==> config.mk <==
export PLATFORM = sky130hd
export DESIGN_NAME = square_wave_channel_core
export DESIGN_NICKNAME = d
export VERILOG_FILES = /design/src/rtl/swc_pkg.sv /design/src/rtl/swc_ctrl.sv /design/src/rtl/swc_datapath.sv /design/src/rtl/square_wave_channel_core.sv
export SDC_FILE = /design/constraint.sdc
export NUM_CORES = 1
export LEC_CHECK = 0
export ABC_AREA = 1
export ABC_CLOCK_PERIOD_IN_PS = 5420
export BUFFER_PORTS_ARGS = -buffer_cell sky130_fd_sc_hd__buf_4
export CAP_MARGIN = 20
export CORE_UTILIZATION = 45
export DETAILED_ROUTE_END_ITERATION = 8
export GPL_TIMING_DRIVEN = 0
export PLACE_DENSITY = 0.69
export SLEW_MARGIN = 20
export SYNTH_ARGS = -nofsm -noshare
export SYNTH_HDL_FRONTEND = slang
export SYNTH_SLANG_ARGS = --single-unit
export TNS_END_PERCENT = 1
==> constraint.sdc <==
create_clock -name clock -period 5.42 [get_ports clock]
set_input_delay 0.542 -clock clock [delete_from_list [all_inputs] [get_ports clock]]
set_output_delay 0.542 -clock clock [all_outputs]
set_load 0.02 [all_outputs]
==> src/rtl/swc_pkg.sv <==
// Package for the square wave channel: types, constants and tables.
// No dependencies.
package swc_pkg;

   localparam int SEQ_STEPS = 8;
   localparam int SEQ_W = $clog2(SEQ_STEPS);

   typedef enum logic [2:0] {
      ACT_WRITE   = 3'd0,
      ACT_ENABLE  = 3'd1,
      ACT_DISABLE = 3'd2,
      ACT_ENV     = 3'd3,
      ACT_SWEEP   = 3'd4,
      ACT_LENGTH  = 3'd5,
      ACT_SAMPLE  = 3'd6,
      ACT_NONE    = 3'd7
   } action_type;

   localparam logic [1:0] REG_CTRL   = 2'd0;
   localparam logic [1:0] REG_SWEEP  = 2'd1;
   localparam logic [1:0] REG_PLO    = 2'd2;
   localparam logic [1:0] REG_PHI    = 2'd3;

   localparam logic CSR_NS  = 1'b0;
   localparam logic CSR_CH1 = 1'b1;

   typedef enum logic [2:0] {
      ST_IDLE,
      ST_EXEC,
      ST_DIV,
      ST_SEQ,
      ST_SWEEP,
      ST_OUT
   } state_type;

   // controller -> datapath commands
   typedef struct packed {
      logic load;       // capture item
      logic exec;       // run the item's action
      logic div_start;  // start overflow divide
      logic div_step;   // one quotient bit
      logic seq_upd;    // apply quotient
      logic sweep_upd;  // recompute sweep target
      logic out_load;   // load result register
   } cmd_type;

   // datapath -> controller status
   typedef struct packed {
      logic       need_div;
      logic       div_done;
      action_type act;
   } sts_type;

   function automatic logic [7:0] duty_bits(input logic [1:0] d);
      logic [7:0] r;
      unique case (d)
         2'd0: r = 8'h08;
         2'd1: r = 8'h0C;
         2'd2: r = 8'h0F;
         default: r = 8'h30;
      endcase
      return r;
   endfunction

   function automatic logic [7:0] length_load(input logic [4:0] i);
      logic [7:0] r;
      unique case (i)
         5'd0: r = 8'h0A;  5'd1: r = 8'hFE;  5'd2: r = 8'h14;  5'd3: r = 8'h02;
         5'd4: r = 8'h28;  5'd5: r = 8'h04;  5'd6: r = 8'h50;  5'd7: r = 8'h06;
         5'd8: r = 8'hA0;  5'd9: r = 8'h08;  5'd10: r = 8'h3C; 5'd11: r = 8'h0A;
         5'd12: r = 8'h0E; 5'd13: r = 8'h0C; 5'd14: r = 8'h1A; 5'd15: r = 8'h0E;
         5'd16: r = 8'h0C; 5'd17: r = 8'h10; 5'd18: r = 8'h18; 5'd19: r = 8'h12;
         5'd20: r = 8'h30; 5'd21: r = 8'h14; 5'd22: r = 8'h60; 5'd23: r = 8'h16;
         5'd24: r = 8'hC0; 5'd25: r = 8'h18; 5'd26: r = 8'h48; 5'd27: r = 8'h1A;
         5'd28: r = 8'h10; 5'd29: r = 8'h1C; 5'd30: r = 8'h20; default: r = 8'h1E;
      endcase
      return r;
   endfunction

endpackage

==> src/rtl/swc_ctrl.sv <==
// Sequencer for the square wave channel: steps each item through its phases.
// Depends on swc_pkg.
module swc_ctrl import swc_pkg::*; (
   input  logic    clock,
   input  logic    reset,
   input  logic    req_fire,
   input  logic    rsp_fire,
   input  logic    rsp_full,
   input  sts_type sts,
   output logic    req_tready,
   output cmd_type cmd
);

   state_type state_ff, state_in;

   // next state
   always_comb begin
      state_in = state_ff;
      unique case (state_ff)
         ST_IDLE:  if (req_fire) state_in = ST_EXEC;
         ST_EXEC: begin
            if (sts.act == ACT_SAMPLE && sts.need_div) state_in = ST_DIV;
            else if (sts.act == ACT_WRITE || sts.act == ACT_SWEEP) state_in = ST_SWEEP;
            else state_in = ST_OUT;
         end
         ST_DIV:   if (sts.div_done) state_in = ST_SEQ;
         ST_SEQ:   state_in = ST_OUT;
         ST_SWEEP: state_in = ST_OUT;
         ST_OUT:   if (!rsp_full || rsp_fire) state_in = ST_IDLE;
         default:  state_in = ST_IDLE;
      endcase
   end

   // outputs; payload register tracks the bus while idle
   always_comb begin
      cmd = '0;
      req_tready = 1'b0;
      unique case (state_ff)
         ST_IDLE:  begin req_tready = 1'b1; cmd.load = 1'b1; end
         ST_EXEC:  begin cmd.exec = 1'b1; cmd.div_start = 1'b1; end
         ST_DIV:   cmd.div_step = 1'b1;
         ST_SEQ:   cmd.seq_upd = 1'b1;
         ST_SWEEP: cmd.sweep_upd = 1'b1;
         ST_OUT:   cmd.out_load = !rsp_full || rsp_fire;
         default:  cmd = '0;
      endcase
   end

   always_ff @(posedge clock) begin
      if (reset) state_ff <= ST_IDLE;
      else state_ff <= state_in;
   end

endmodule

==> src/rtl/swc_datapath.sv <==
// Datapath of the square wave channel: channel state, divider, result register.
// Depends on swc_pkg.
module swc_datapath import swc_pkg::*; (
   input  logic        clock,
   input  logic        reset,
   input  logic [19:0] ns_per_sample,
   input  logic        is_channel_one,
   input  logic [2:0]  req_action,
   input  logic [1:0]  req_reg_index,
   input  logic [7:0]  req_write_data,
   input  cmd_type     cmd,
   output sts_type     sts,
   output logic [3:0]  out_sample,
   output logic        out_length_nonzero
);

   logic [2:0]  act_ff;
   logic [1:0]  idx_ff;
   logic [7:0]  data_ff;
   logic [7:0]  control_ff, sweep_ff;
   logic [10:0] period_ff;
   logic [15:0] target_ff;
   logic        target_ok_ff, reload_ff, env_start_ff, len_en_ff;
   logic [2:0]  sdiv_ff;
   logic [3:0]  env_level_ff, env_div_ff, amp_ff;
   logic [SEQ_W-1:0] step_ff;
   logic [7:0]  len_ff;
   logic [31:0] acc_ff;
   logic [3:0]  smp_ff;
   // divider: remainder, quotient bits, bit counter
   logic [31:0] dnum_ff, quo_ff;
   logic [32:0] rem_ff;
   logic [5:0]  dcnt_ff;

   action_type act;
   assign act = action_type'(act_ff);

   // accumulator after the increment
   logic [31:0] acc_sum;
   assign acc_sum = acc_ff + {22'd0, ns_per_sample[19:10]};
   assign sts.act = act;
   assign sts.need_div = (period_ff != 11'd0) && (acc_sum > {21'd0, period_ff});
   assign sts.div_done = (dcnt_ff == 6'd1);

   // envelope next values
   logic [3:0] env_div_dec;
   assign env_div_dec = (env_div_ff != 4'd0) ? env_div_ff - 4'd1 : env_div_ff;

   // sweep next values
   logic [2:0] sper;
   logic [2:0] sdiv_base, sdiv_dec;
   assign sper = sweep_ff[6:4];
   assign sdiv_base = reload_ff ? sper : sdiv_ff;
   assign sdiv_dec = (sdiv_base != 3'd0) ? sdiv_base - 3'd1 : sdiv_base;

   // sweep target from current period
   logic [15:0] delta, tgt;
   always_comb begin
      delta = {5'd0, period_ff} >> sweep_ff[2:0];
      if (sweep_ff[3]) delta = is_channel_one ? ~delta : (16'd0 - delta);
      tgt = {5'd0, period_ff} + delta;
   end

   // quotient step: bit-serial restoring divide of (acc-1) by period
   logic [32:0] rem_sh;
   logic        rem_ge;
   assign rem_sh = {rem_ff[31:0], dnum_ff[31]};
   assign rem_ge = rem_sh >= {22'd0, period_ff};

   logic [31:0] prod;
   assign prod = quo_ff * {21'd0, period_ff};

   logic [7:0]       duty;
   logic             bit_v;
   assign duty = duty_bits(control_ff[7:6]);

   always_comb begin
      bit_v = duty[step_ff];
      if (len_en_ff && len_ff == 8'd0) bit_v = 1'b0;
   end

   // payload capture
   always_ff @(posedge clock) begin
      if (cmd.load) begin
         act_ff <= req_action;
         idx_ff <= req_reg_index;
         data_ff <= req_write_data;
      end
   end

   // channel state
   always_ff @(posedge clock) begin
      if (reset) begin
         target_ff <= '0; target_ok_ff <= 1'b0; reload_ff <= 1'b0;
         sdiv_ff <= '0; env_start_ff <= 1'b0; env_level_ff <= '0;
         env_div_ff <= '0; amp_ff <= '0; step_ff <= '0; len_ff <= '0;
         len_en_ff <= 1'b0; acc_ff <= '0; dcnt_ff <= '0;
         period_ff <= '0; control_ff <= '0; sweep_ff <= '0;
      end else begin
         if (cmd.exec) begin
            unique case (act)
               ACT_WRITE: begin
                  unique case (idx_ff)
                     REG_CTRL: begin
                        control_ff <= data_ff;
                        amp_ff <= data_ff[4] ? data_ff[3:0] : env_level_ff;
                     end
                     REG_SWEEP: begin sweep_ff <= data_ff; reload_ff <= 1'b1; end
                     REG_PLO:   period_ff[7:0] <= data_ff;
                     default: begin
                        period_ff[10:8] <= data_ff[2:0];
                        if (len_en_ff) len_ff <= length_load(data_ff[7:3]);
                        env_start_ff <= 1'b1;
                     end
                  endcase
               end
               ACT_ENABLE:  len_en_ff <= 1'b1;
               ACT_DISABLE: begin len_en_ff <= 1'b0; len_ff <= '0; end
               ACT_ENV: begin
                  if (env_start_ff) begin
                     env_start_ff <= 1'b0;
                     env_level_ff <= 4'd15;
                     env_div_ff <= control_ff[3:0];
                     if (!control_ff[4]) amp_ff <= 4'd15;
                  end else if (env_div_dec == 4'd0) begin
                     if (env_level_ff == 4'd0) begin
                        if (control_ff[5]) begin
                           env_level_ff <= 4'd15;
                           if (!control_ff[4]) amp_ff <= 4'd15;
                        end else if (!control_ff[4]) amp_ff <= 4'd0;
                     end else begin
                        env_level_ff <= env_level_ff - 4'd1;
                        if (!control_ff[4]) amp_ff <= env_level_ff - 4'd1;
                     end
                     env_div_ff <= control_ff[3:0];
                  end else env_div_ff <= env_div_dec;
               end
               ACT_SWEEP: begin
                  reload_ff <= 1'b0;
                  if (sdiv_dec == 3'd0) begin
                     if (sweep_ff[7] && sweep_ff[2:0] != 3'd0 && target_ok_ff)
                        period_ff <= target_ff[10:0];
                     sdiv_ff <= sper;
                  end else sdiv_ff <= sdiv_dec;
               end
               ACT_LENGTH: if (!control_ff[5] && len_ff != 8'd0) len_ff <= len_ff - 8'd1;
               ACT_SAMPLE: acc_ff <= acc_sum;
               default: ;
            endcase
         end
         if (cmd.div_start) begin
            dnum_ff <= acc_sum - 32'd1;
            rem_ff <= '0;
            quo_ff <= '0;
            dcnt_ff <= 6'd32;
         end
         if (cmd.div_step) begin
            dnum_ff <= {dnum_ff[30:0], 1'b0};
            rem_ff <= rem_ge ? rem_sh - {22'd0, period_ff} : rem_sh;
            quo_ff <= {quo_ff[30:0], rem_ge};
            dcnt_ff <= dcnt_ff - 6'd1;
         end
         if (cmd.seq_upd) begin
            acc_ff <= acc_ff - prod;
            step_ff <= step_ff + quo_ff[SEQ_W-1:0];
         end
         // control writes leave the sweep target as it was
         if (cmd.sweep_upd && !(act == ACT_WRITE && idx_ff == REG_CTRL)) begin
            target_ff <= tgt;
            target_ok_ff <= (period_ff > 11'd7) && (sweep_ff[3] || tgt < 16'h0800);
         end
      end
   end

   // result register
   always_ff @(posedge clock) begin
      if (cmd.out_load)
         smp_ff <= (act == ACT_SAMPLE && bit_v) ? amp_ff : 4'd0;
   end

   assign out_sample = smp_ff;
   assign out_length_nonzero = (len_ff != 8'd0);

endmodule

==> src/rtl/square_wave_channel_core.sv <==
// Top level of the square wave channel: controller, datapath, config, output.
// Depends on swc_pkg, swc_ctrl, swc_datapath.
// Phases: accept, EXEC, then SWEEP for register writes and sweep ticks, or DIV
// (bit-serial divide) and SEQ for a sample whose accumulator passes the period, then OUT.
// One item at a time; next item taken after result load.
// Reset: synchronous active high; config returns to its defaults.
module square_wave_channel_core import swc_pkg::*; (
   input  logic        clock,
   input  logic        reset,
   input  logic        req_tvalid,
   output logic        req_tready,
   input  logic [15:0] req_tdata, // action[2:0], reg_index[4:3], write_data[12:5]
   output logic        rsp_tvalid,
   input  logic        rsp_tready,
   output logic [7:0]  rsp_tdata, // sample[3:0], length_nonzero[4]
   input  logic        csr_we,
   input  logic        csr_index,
   input  logic [19:0] csr_wdata
);

   logic [19:0] ns_ff;
   logic        ch1_ff, valid_ff, lnz_ff;
   logic [3:0]  smp;
   logic        lnz;
   cmd_type     cmd;
   sts_type     sts;
   logic        req_fire, rsp_fire;

   assign req_fire = req_tvalid && req_tready;
   assign rsp_fire = rsp_tvalid && rsp_tready;

   // configuration registers
   always_ff @(posedge clock) begin
      if (reset) begin
         ns_ff <= 20'd22676;
         ch1_ff <= 1'b1;
      end else if (csr_we) begin
         unique case (csr_index)
            CSR_NS:  ns_ff <= csr_wdata;
            default: ch1_ff <= csr_wdata[0];
         endcase
      end
   end

   swc_ctrl u_ctrl (
      .clock(clock), .reset(reset), .req_fire(req_fire), .rsp_fire(rsp_fire),
      .rsp_full(valid_ff), .sts(sts), .req_tready(req_tready), .cmd(cmd)
   );

   swc_datapath u_dp (
      .clock(clock), .reset(reset), .ns_per_sample(ns_ff), .is_channel_one(ch1_ff),
      .req_action(req_tdata[2:0]), .req_reg_index(req_tdata[4:3]),
      .req_write_data(req_tdata[12:5]), .cmd(cmd), .sts(sts),
      .out_sample(smp), .out_length_nonzero(lnz)
   );

   // output register
   always_ff @(posedge clock) begin
      if (reset) valid_ff <= 1'b0;
      else if (cmd.out_load) valid_ff <= 1'b1;
      else if (rsp_fire) valid_ff <= 1'b0;
   end

   always_ff @(posedge clock) begin
      if (cmd.out_load) lnz_ff <= lnz;
   end

   assign rsp_tvalid = valid_ff;
   assign rsp_tdata = {3'd0, lnz_ff, smp};

endmodule

## Yosys cells after proc, flatten, opt, wreduce, memory -nomap -nowiden

Memories as Yosys holds them, arrays and structs flattened. A register that Yosys moved wholly into a read port is not among the register bits.
Cells that the tools add are included.

- Output and inout port bits: 10
- Input bits: 42
- Word-level logic and storage cells: 210
- Register bits: 245
- Memory bits (read-only): 224
- Memories kept: 1

Memories:

| name | words | width | rd ports | clocked after Yosys merged registers in | write ports | RTL line | source |
|---|---|---|---|---|---|---|---|
| (no name shown) | 32 | 7 | 1 | 1 | 0 | swc_pkg.sv:67 | `unique case (i)` |

- Multiply operators: 1
- Add/subtract/negate cells: 12
- Reductions and logical operators: 59
- $lt $le $gt $ge: 5
- Shift operators: 1
- Eq/ne operators: 31
- Muxes and demuxes: 67
- Bitwise gates (word level): 3

Operator list:

| operator | count |
|---|---|
| $mux 32 | 10 |
| $mux 4 | 16 |
| $ge 33x11->1 | 1 |
| $add 32x10->32 | 1 |
| $gt 32x11->1 | 1 |
| $mul 32x11->32 | 1 |
| $mux 16 | 2 |
| $mux 8 | 4 |
| $sub 32x1->32 const B | 1 |
| $sub 32x11->32 | 1 |
| $sub 32x32->32 | 1 |
| $mux 3 | 8 |
| $pmux 8 s3 | 1 |
| $mux 11 | 2 |
| $pmux 11 s2 | 1 |
| $pmux 6 s3 | 1 |
| $add 11x16->16 | 1 |
| $lt 16x12->1 const B | 1 |
| $ne 2x1->1 const B | 8 |
| $not 16->16 | 1 |
| $reduce_bool 2->1 | 8 |
| $shr 11x3->16 | 1 |
| $sub 1x16->16 const A | 1 |
| $eq 3x3->1 const B | 5 |
| 43 further kinds | 101 |

## Depth between registers and ports, before layout

Gate-level depths: netlist of the first run.

- Depth after elaboration: 8
- Depth in mapped cells: 27

## By module

From an unflattened synthesis of the first run, not the netlist that was laid out.

- Cells, all modules: 3697
- Area, all modules: 26426.6 sq um

By module, submodules not included:

| module | times used | sequential area each (sq um) | cells an instance | area each (sq um) |
|---|---|---|---|---|
| swc_datapath | 1 | 5655.4 | 3511 | 25170.4 |
| square_wave_channel_core | 1 | 470.5 | 139 | 985.9 |
| swc_ctrl | 1 | 60.1 | 47 | 270.3 |

## Worst setup path before layout of the first run

OpenSTA, ideal clock, no wires.

- Kind: register to register
- Start point: register u_ctrl.state_ff[0]
- End point: register u_dp.dnum_ff[0] (enable)
- Stages on the path, launching flop included: 10
- Data arrival time: 5.196 ns
- Library setup time: 0.553 ns
- Data required time: 4.867 ns
- Setup slack: -0.329 ns
- Path through: dfxtp_1 > inv_1 > nor2_1 > inv_1 > nor2_1 > inv_1 > clkbuf_1 > nand2_1 > inv_1 > nor2_1

- Longest elaborated chain between the ends: 4
- Elaborated cells on any way between the ends: 6
- Classes of those cells: 2 x eq/ne; 2 x mux; 2 x reduce/logical

RTL lines:

| item | RTL line | source |
|---|---|---|
| start: declaration | swc_ctrl.sv:14 | `state_type state_ff, state_in;` |
| start signal: assignment | swc_ctrl.sv:51 | `else state_ff <= state_in;` |
| $eq 3x2->1 or $eq 3x1->1 (tied branches) | swc_ctrl.sv:38 | `unique case (state_ff)` |
| $mux 1 or $mux 2 (tied branches) | swc_ctrl.sv:38 |  |
| $reduce_bool 2->1 (no source line) (*) | -- |  |
| $reduce_and 2->1 (no source line) (*) | -- |  |
| end signal: assignment | swc_datapath.sv:152 | `dnum_ff <= acc_sum - 32'd1;` |
| end signal: assignment | swc_datapath.sv:158 | `dnum_ff <= {dnum_ff[30:0], 1'b0};` |
| end: declaration | swc_datapath.sv:31 | `logic [31:0] dnum_ff, quo_ff;` |

Every way passes the cells marked *; elsewhere a longest branch is shown, timed or not.
A chain may end at the register's enable or synchronous reset.

## Worst setup path after layout of the first run

- Start point: register u_dp.period_ff[4]
- End point: register u_dp.acc_ff[28]

- Longest elaborated chain between the ends: 3

RTL lines:

| item | RTL line | source |
|---|---|---|
| start: declaration | swc_datapath.sv:21 | `logic [10:0] period_ff;` |
| start signal: assignment | swc_datapath.sv:109 | `REG_PLO: period_ff[7:0] <= data_ff;` |
| start signal: assignment | swc_datapath.sv:142 | `period_ff <= target_ff[10:0];` |
| $mul 32x11->32 | swc_datapath.sv:71 | `assign prod = quo_ff * {21'd0, period_ff};` |
| $sub 32x32->32 | swc_datapath.sv:164 | `acc_ff <= acc_ff - prod;` |
| $mux 32 | swc_datapath.sv:163 | `if (cmd.seq_upd) begin` |
| end signal: assignment | swc_datapath.sv:147 | `ACT_SAMPLE: acc_ff <= acc_sum;` |
| end signal: assignment | swc_datapath.sv:164 |  |
| end: declaration | swc_datapath.sv:28 | `logic [31:0] acc_ff;` |

Every way passes these cells.

==> reports/metrics.cfg, run 1 <==
[status]
status=finished clean

[pwr]
p_leak_nw=13.4
power_frac_comb_pct=60.8
p_sw_share_pct=44.5
power.switching_mw=5.07
vdd_ir_drop_max_v=0.000354
power_frac_seq_pct=19.5
clockPowerShare_pct=19.7
p_int_mw=6.32
cellPowerDensity_nw_per_um2=391
fin_total_pwr_mw=11.4

[die]
dieArea_sq_um=56200
die_width_microns=237
rows=85
ios=52
coreArea_sq_um=54200
die_y_microns=237
start_util_pct=45.8

[clock_network]
clock_latency_ns=0.64
cts_buffer_depth=3
clkTransAtPathRegs_ns=0.07
cts_tree=built
cts_buffers=30
cts-root-buf=clkbuf_16
numClockSinks=242
htreeDepth=1

[placement]
io_buffers=35
place_area_sq_um=26100
place_hpwl_microns=59200
gp_congestion=0.967
dp_cells=4077

[logic_synthesis]
yosys-top-cells-area=fa_1 20%, edfxtp_1 14%, nand2_1 11%, dfxtp_1 10%, inv_1 10%
synthFlopType=dfxtp_1
synth.cell_area_sq_um=24900
syn_inst=3340
synth_top_cell_area_share_pct=20.3
synth_warnings=0
synth_top_cell_by_area=fa_1
ys_seq_elements=242
ys_seq_area_share_pct=24.1
ys_types=64
async_reset_ff_share_pct=0
synth_edf_count=114
avgSynthCellArea_sq_um=7.45

[global_route]
overflow=0
grt_pass1_vias=21900
grtUsageTotal_pct=27.5
antenna_found_initial=2
grt_pass1_wl_microns=121000
grt_start_max_net_pins=25

[routing]
drc=0
wl_per_cell_microns=18.5
first_pass_iters=5
wl_microns=77700
antenna_left=0
via_count=22400
first_iter_violations=1619
viasPerCell=5.34

[critical_path]
crit_start=u_dp.period_ff[4]$_SDFFE_PP0P_
rrSetupSlack_ns=0.06
cp.arrival_ns=5.81
r2r-start=u_dp.period_ff[4]$_SDFFE_PP0P_
cp-start-kind=flip-flop
path_class=reg2reg
critPathRequiredTime_ns=5.87
r2r_cells=22
cp-endpoint=u_dp.acc_ff[28]$_SDFFE_PP0P_
path_max_fanout=5
r2r_end=u_dp.acc_ff[28]$_SDFFE_PP0P_
endpoint_kind=flip-flop

[layout]
multi_input_area_sq_um=16600
final_nets=3884
fillers=5051
final_cells=4194
area_delta_synth_final_pct=17.1
fin_area_sq_um=29100
drive_above_1_share_pct=12.6
seqCellArea_sq_um=6010

[timing]
tightest_slew_ns=0.988
relSlewSlack_pct=33.6
fin_tns_setup_ns=0
hold_viol=0
fin_crit_ns=5.36
drv_slew=0
grt_setup_unrepaired=true
holdWs_ns=0.0781
max_freq_mhz=187
clock_skew_ns=0.0438
timing.final.crit_share_pct=98.9
setup_viol=0

[worst_hold_path]
min_delay_path_depth=1
hold_class=in2reg

[job]
cap_viol_max_count=0

metal layers:
layer / track usage [%] / wire (microns) / up-vias
li1: - / - / 10700
met1: 37.0 / 33400 / 10800
met2: 46.2 / 36400 / 711
met3: 3.47 / 5150 / 145
met4: 8.56 / 2710 / 2
met5: 0 / 12 / -
critical path, stage by stage, from the launching register on:
cell       delay (ns)
dfxtp_4          0.38
clkbuf_16        0.18
buf_6            0.13
buf_16           0.12
nand2_2          0.05
inv_2            0.04
fa_1             0.47
fa_1             0.57
inv_2            0.05
fa_1             0.45
fa_1             0.50
inv_1            0.06
fa_1             0.50
inv_2            0.05
ha_4             0.25
buf_4            0.14
buf_4            0.13
a31oi_1          0.29
o21ai_1          0.20
a21oi_1          0.22
a21oi_1          0.12
o221ai_2         0.19
a21oi_2          0.07
logic make-up after synthesis:
kind of cell             count (synthesis)  synth area share, %
flip-flops                             242                 24.1
XOR/XNOR                               118                 4.30
adder cells (fa/ha/maj)                369                 26.2
other                                    1               0.0151
AND/OR/NAND/NOR                       1269                 21.1
buffers and inverters                  817                 12.4
multiplexers                             5                0.201
AO/OA/AOI/OAI                          519                 11.7
power groups by stage:
stage / clock network, mW / logic [mW] / registers [mW]
after floorplan: 0 / 3.38 / 2.20
after global placement: 0 / 4.52 / 2.26
after detailed placement: 0 / 4.55 / 2.25
after CTS: 2.27 / 5.39 / 2.22
after global routing: 2.33 / 7.53 / 2.23
final: 2.25 / 6.92 / 2.22
synth_stat cells (28+ instances only):
master	instances
o21ai_0	200
a31oi_1	32
nand3_1	116
a21oi_1	182
nor2_1	284
fa_1	252
dfxtp_1	128
nand4_1	28
edfxtp_1	114
nand2_1	737
clkbuf_1	95
xnor2_1	40
nor3_1	46
xor2_1	74
ha_1	117
inv_1	671
timing repair:
| item | 4_1_cts | 5_1_grt |
|---|---|---|
| buffers inserted | 25 | 39 |
| hold buffers | 0 | 0 |
| cloned | 2 | 4 |
| pin swaps | 46 | 135 |
| endpoints found under the setup margin | 24 | 19 |
| resized for setup | 206 | 178 |
stage by stage:
step | utilization (%) | worst slack, ns
floorplan | - | -0.0825
global placement | 48.0 | -1.54
detailed placement | 48.1 | -1.56
CTS | 52.0 | -0.0239
global route | 53.7 | -0.0920
finish | 53.7 | 0.0597
layout by cell type, fill, tap and decap left out, drive strengths merged, types with 32 or more instances in the layout:
| master | netlist | layout |
|---|---|---|
| edfxtp | 114 | 114 |
| nor2 | 291 | 291 |
| o21ai | 216 | 216 |
| xnor2 | 41 | 41 |
| inv | 685 | 686 |
| nor3 | 50 | 50 |
| a31oi | 32 | 32 |
| dfxtp | 128 | 128 |
| fa | 252 | 252 |
| nand2 | 750 | 750 |
| buf | 29 | 148 |
| ha | 117 | 117 |
| nand3 | 119 | 119 |
| clkbuf | 96 | 118 |
| xor2 | 76 | 76 |
| a21oi | 185 | 185 |
registers in the layout, summed over array words and instances, names as in the netlist, 6 cells and up, named ones only:
signal and count:
u_dp.quo_ff 32, u_dp.dnum_ff 32, ns_ff 10, u_dp.control_ff 8
u_dp.period_ff 11, u_dp.data_ff 8, u_dp.acc_ff 32, u_dp.sweep_ff 8
u_dp.target_ff 11, u_dp.dcnt_ff 6, u_dp.len_ff 8, u_dp.rem_ff 32
final cells by class:
class                           count  share of cell area [%]
Antenna cell                        1                 0.00860
Buffer                            116                    3.09
Clock buffer                       42                    3.20
Clock inverter                     14                   0.615
Inverter                          692                    8.93
Multi-Input combinational cell   2283                    57.0
Sequential cell                   242                    20.7
Tap cell                          696                    2.99
Timing Repair Buffer              108                    3.47
worst min path at each step:
stage                                              start                             end  slack (ns)
after CTS                                   req_tdata[4]        u_dp.idx_ff[1]$_DFFE_PP_        0.06
final                                       req_tdata[4]        u_dp.idx_ff[1]$_DFFE_PP_        0.08
after global routing                        req_tdata[6]       u_dp.data_ff[1]$_DFFE_PP_        0.07
after detailed placement  u_dp.target_ff[1]$_SDFFE_PP0P_  u_dp.target_ff[1]$_SDFFE_PP0P_        0.45
after floorplan           u_dp.target_ff[0]$_SDFFE_PP0P_  u_dp.target_ff[0]$_SDFFE_PP0P_        0.42
after global placement    u_dp.target_ff[2]$_SDFFE_PP0P_  u_dp.target_ff[2]$_SDFFE_PP0P_        0.44
(Power assumes the default switching activity.)
==> inputs of run 2 (changes only) <==
PLACE_DENSITY = not set   (was 0.69)
PLACE_DENSITY_LB_ADDON = 0.25   (was not set)
==> reports/metrics.cfg, run 2 (synthesis results as in run 1) <==
[timing]
max_freq_mhz=186  ; was 187 MHz
grt_setup_unrepaired=true  ; unchanged
tightest_slew_ns=1.06  ; was 0.988 ns
clock_skew_ns=0.0211  ; was 0.0438 ns
setup_viol=0  ; unchanged
hold_viol=0  ; unchanged
layout_setup_ws_ns=0.0362  ; was 0.0597 ns
relSlewSlack_pct=29.2  ; was 33.6%
fin_tns_setup_ns=0  ; unchanged
fin_crit_ns=5.38  ; was 5.36 ns
drv_slew=0  ; unchanged
timing.final.crit_share_pct=99.3  ; was 98.9%

[layout]
num_antenna_cells=0  ; was 1
fin_util_pct=52.9  ; was 53.7%
drive_above_1_share_pct=11.0  ; was 12.6%
area_delta_synth_final_pct=15.4  ; was 17.1%
final_cell_mix=719 x nand2_1, 660 x inv_1, 276 x nor2_1  ; was 712 x nand2_1, 643 x inv_1, 273 x nor2_1
fin_area_sq_um=28700  ; was 29100 sq um
seqCellArea_sq_um=6010  ; about the same
fillers=5245  ; was 5051
layout_commonest_cell=nand2_1  ; unchanged
multi_input_area_sq_um=16400  ; was 16600 sq um
final_nets=3872  ; was 3884

[placement]
gp_congestion=0.947  ; was 0.967
place_hpwl_microns=60000  ; was 59200 microns
io_buffers=35  ; unchanged
pre_cts_ws_ns=-1.54  ; was -1.56 ns
place_area_sq_um=26100  ; about the same

[die]
die_y_microns=237  ; unchanged
die_width_microns=237  ; unchanged
dieArea_sq_um=56200  ; unchanged
ios=52  ; unchanged
rows=85  ; unchanged
coreArea_sq_um=54200  ; unchanged
start_util_pct=45.8  ; unchanged

[pwr]
cellPowerDensity_nw_per_um2=373  ; was 391 nW/um^2
p_leak_nw=13.3  ; was 13.4 nW
vdd_ir_drop_max_v=0.000318  ; was 0.000354 V

[critical_path]
cp-start-kind=flip-flop  ; unchanged
r2r_end=u_dp.acc_ff[28]$_SDFFE_PP0P_  ; unchanged
rrSetupSlack_ns=0.04  ; was 0.06 ns
cp.arrival_ns=5.92  ; was 5.81 ns
r2r_cells=19  ; was 22
path_max_fanout=6  ; was 5
critPathRequiredTime_ns=5.96  ; was 5.87 ns
cp-endpoint=u_dp.acc_ff[28]$_SDFFE_PP0P_  ; unchanged
r2r-start=u_dp.period_ff[2]$_SDFFE_PP0P_  ; was u_dp.period_ff[4]$_SDFFE_PP0P_
endpoint_kind=flip-flop  ; unchanged
crit_start=u_dp.period_ff[2]$_SDFFE_PP0P_  ; was u_dp.period_ff[4]$_SDFFE_PP0P_
path_class=reg2reg  ; unchanged

[global_route]
grt_pass1_vias=21700  ; was 21900
antenna_found_initial=0  ; was 2
grtUsageTotal_pct=27.4  ; was 27.5%
grt_start_max_net_pins=25  ; unchanged
overflow=0  ; unchanged
grt_pass1_wl_microns=121000  ; about the same

[routing]
drc=0  ; unchanged
first_pass_iters=5  ; unchanged
first_iter_violations=1528  ; was 1619
antenna_left=0  ; unchanged
wl_microns=77500  ; was 77700 microns
via_count=22300  ; was 22400
viasPerCell=5.32  ; was 5.34
wl_per_cell_microns=18.5  ; about the same

[job]
cap_viol_max_count=0  ; unchanged

[clock_network]
numClockSinks=242  ; unchanged
cts_tree=built  ; unchanged
cts_buffers=31  ; was 30
clock_latency_ns=0.63  ; was 0.64 ns
clkTransAtPathRegs_ns=0.06  ; was 0.07 ns
cts-root-buf=clkbuf_16  ; unchanged
cts_buffer_depth=3  ; unchanged
htreeDepth=1  ; unchanged

[status]
status=finished clean  ; unchanged

[worst_hold_path]
min_delay_path_depth=1  ; unchanged
hold_class=in2reg  ; unchanged

-- run 2: cell types whose count changed in the layout (fill, tap and decap cells not counted), sizes merged --
cell / change
clkinv: +3
buf: -4
clkbuf: -13
clkinvlp: +2
diode: -1
-- run 2: cell type report --
cell class,count,share of cell area (%)
plain buffers,118,3.17
clock buffers,38,3.05
clock inverters,19,0.632
inverters,692,9.05
multi-input cells,2283,57.3
flip-flops and latches,242,20.9
well taps,696,3.04
repair buffers,93,2.83
-- run 2: how the worst min path moves through the flow --
stage	from	end	slack [ns]
2_1_floorplan	u_dp.target_ff[0]$_SDFFE_PP0P_	u_dp.target_ff[0]$_SDFFE_PP0P_	0.42
3_3_place_gp	u_dp.target_ff[1]$_SDFFE_PP0P_	u_dp.target_ff[1]$_SDFFE_PP0P_	0.44
3_5_place_dp	u_dp.target_ff[0]$_SDFFE_PP0P_	u_dp.target_ff[0]$_SDFFE_PP0P_	0.44
4_1_cts	req_tdata[3]	u_dp.idx_ff[0]$_DFFE_PP_	0.08
5_1_grt	req_tdata[6]	u_dp.data_ff[1]$_DFFE_PP_	0.09
6_report	req_tdata[3]	u_dp.idx_ff[0]$_DFFE_PP_	0.11
-- run 2: routing by layer --
| metal | wire length, microns | track usage, % |
|---|---|---|
| met1 | 34000 | 37.1 |
| met2 | 36300 | 46.2 |
| met3 | 4240 | 2.97 |
| met4 | 2900 | 8.27 |
| met5 | 0 | 0 |
-- run 2: power by group --
part | internal, mW | leakage [nW] | total [mW] | switching (mW)
combinational | 2.52 | 10.7 | 6.31 | 3.78
sequential | 2.09 | 2.13 | 2.22 | 0.132
clock | 1.28 | 0.509 | 2.17 | 0.893
-- run 2: per-stage QoR --
step	instances	hold WS [ns]	total power, mW
finish	4181	0.106	10.7
CTS	4145	0.0811	9.57
detailed placement	4078	0.443	6.79
global placement	4073	0.442	6.77
global route	4181	0.0865	11.4
floorplan	3342	0.425	5.59
-- run 2: timing repair --
action / in CTS / in global routing
hold buffers: 0 / 0
cloned: 0 / 4
hold endpoints to repair: 0 / 0
setup buffers: 14 / 34
resized for setup: 175 / 178
pin swaps: 11 / 81
setup endpoints to repair: 23 / 18
-- run 2: worst max-delay path: stages, from the launching register on --
cell and delay (ns):
dfxtp_4 0.48, clkbuf_16 0.22, clkbuf_16 0.16, nand2_1 0.06
fa_1 0.49, inv_1 0.05, fa_1 0.49, inv_1 0.05
fa_1 0.51, fa_1 0.56, inv_1 0.07, fa_1 0.54
inv_1 0.07, ha_4 0.31, nand4_1 0.17, nor3_4 0.29
nand4_1 0.21, a21oi_1 0.23, o221ai_1 0.14, a21oi_1 0.18
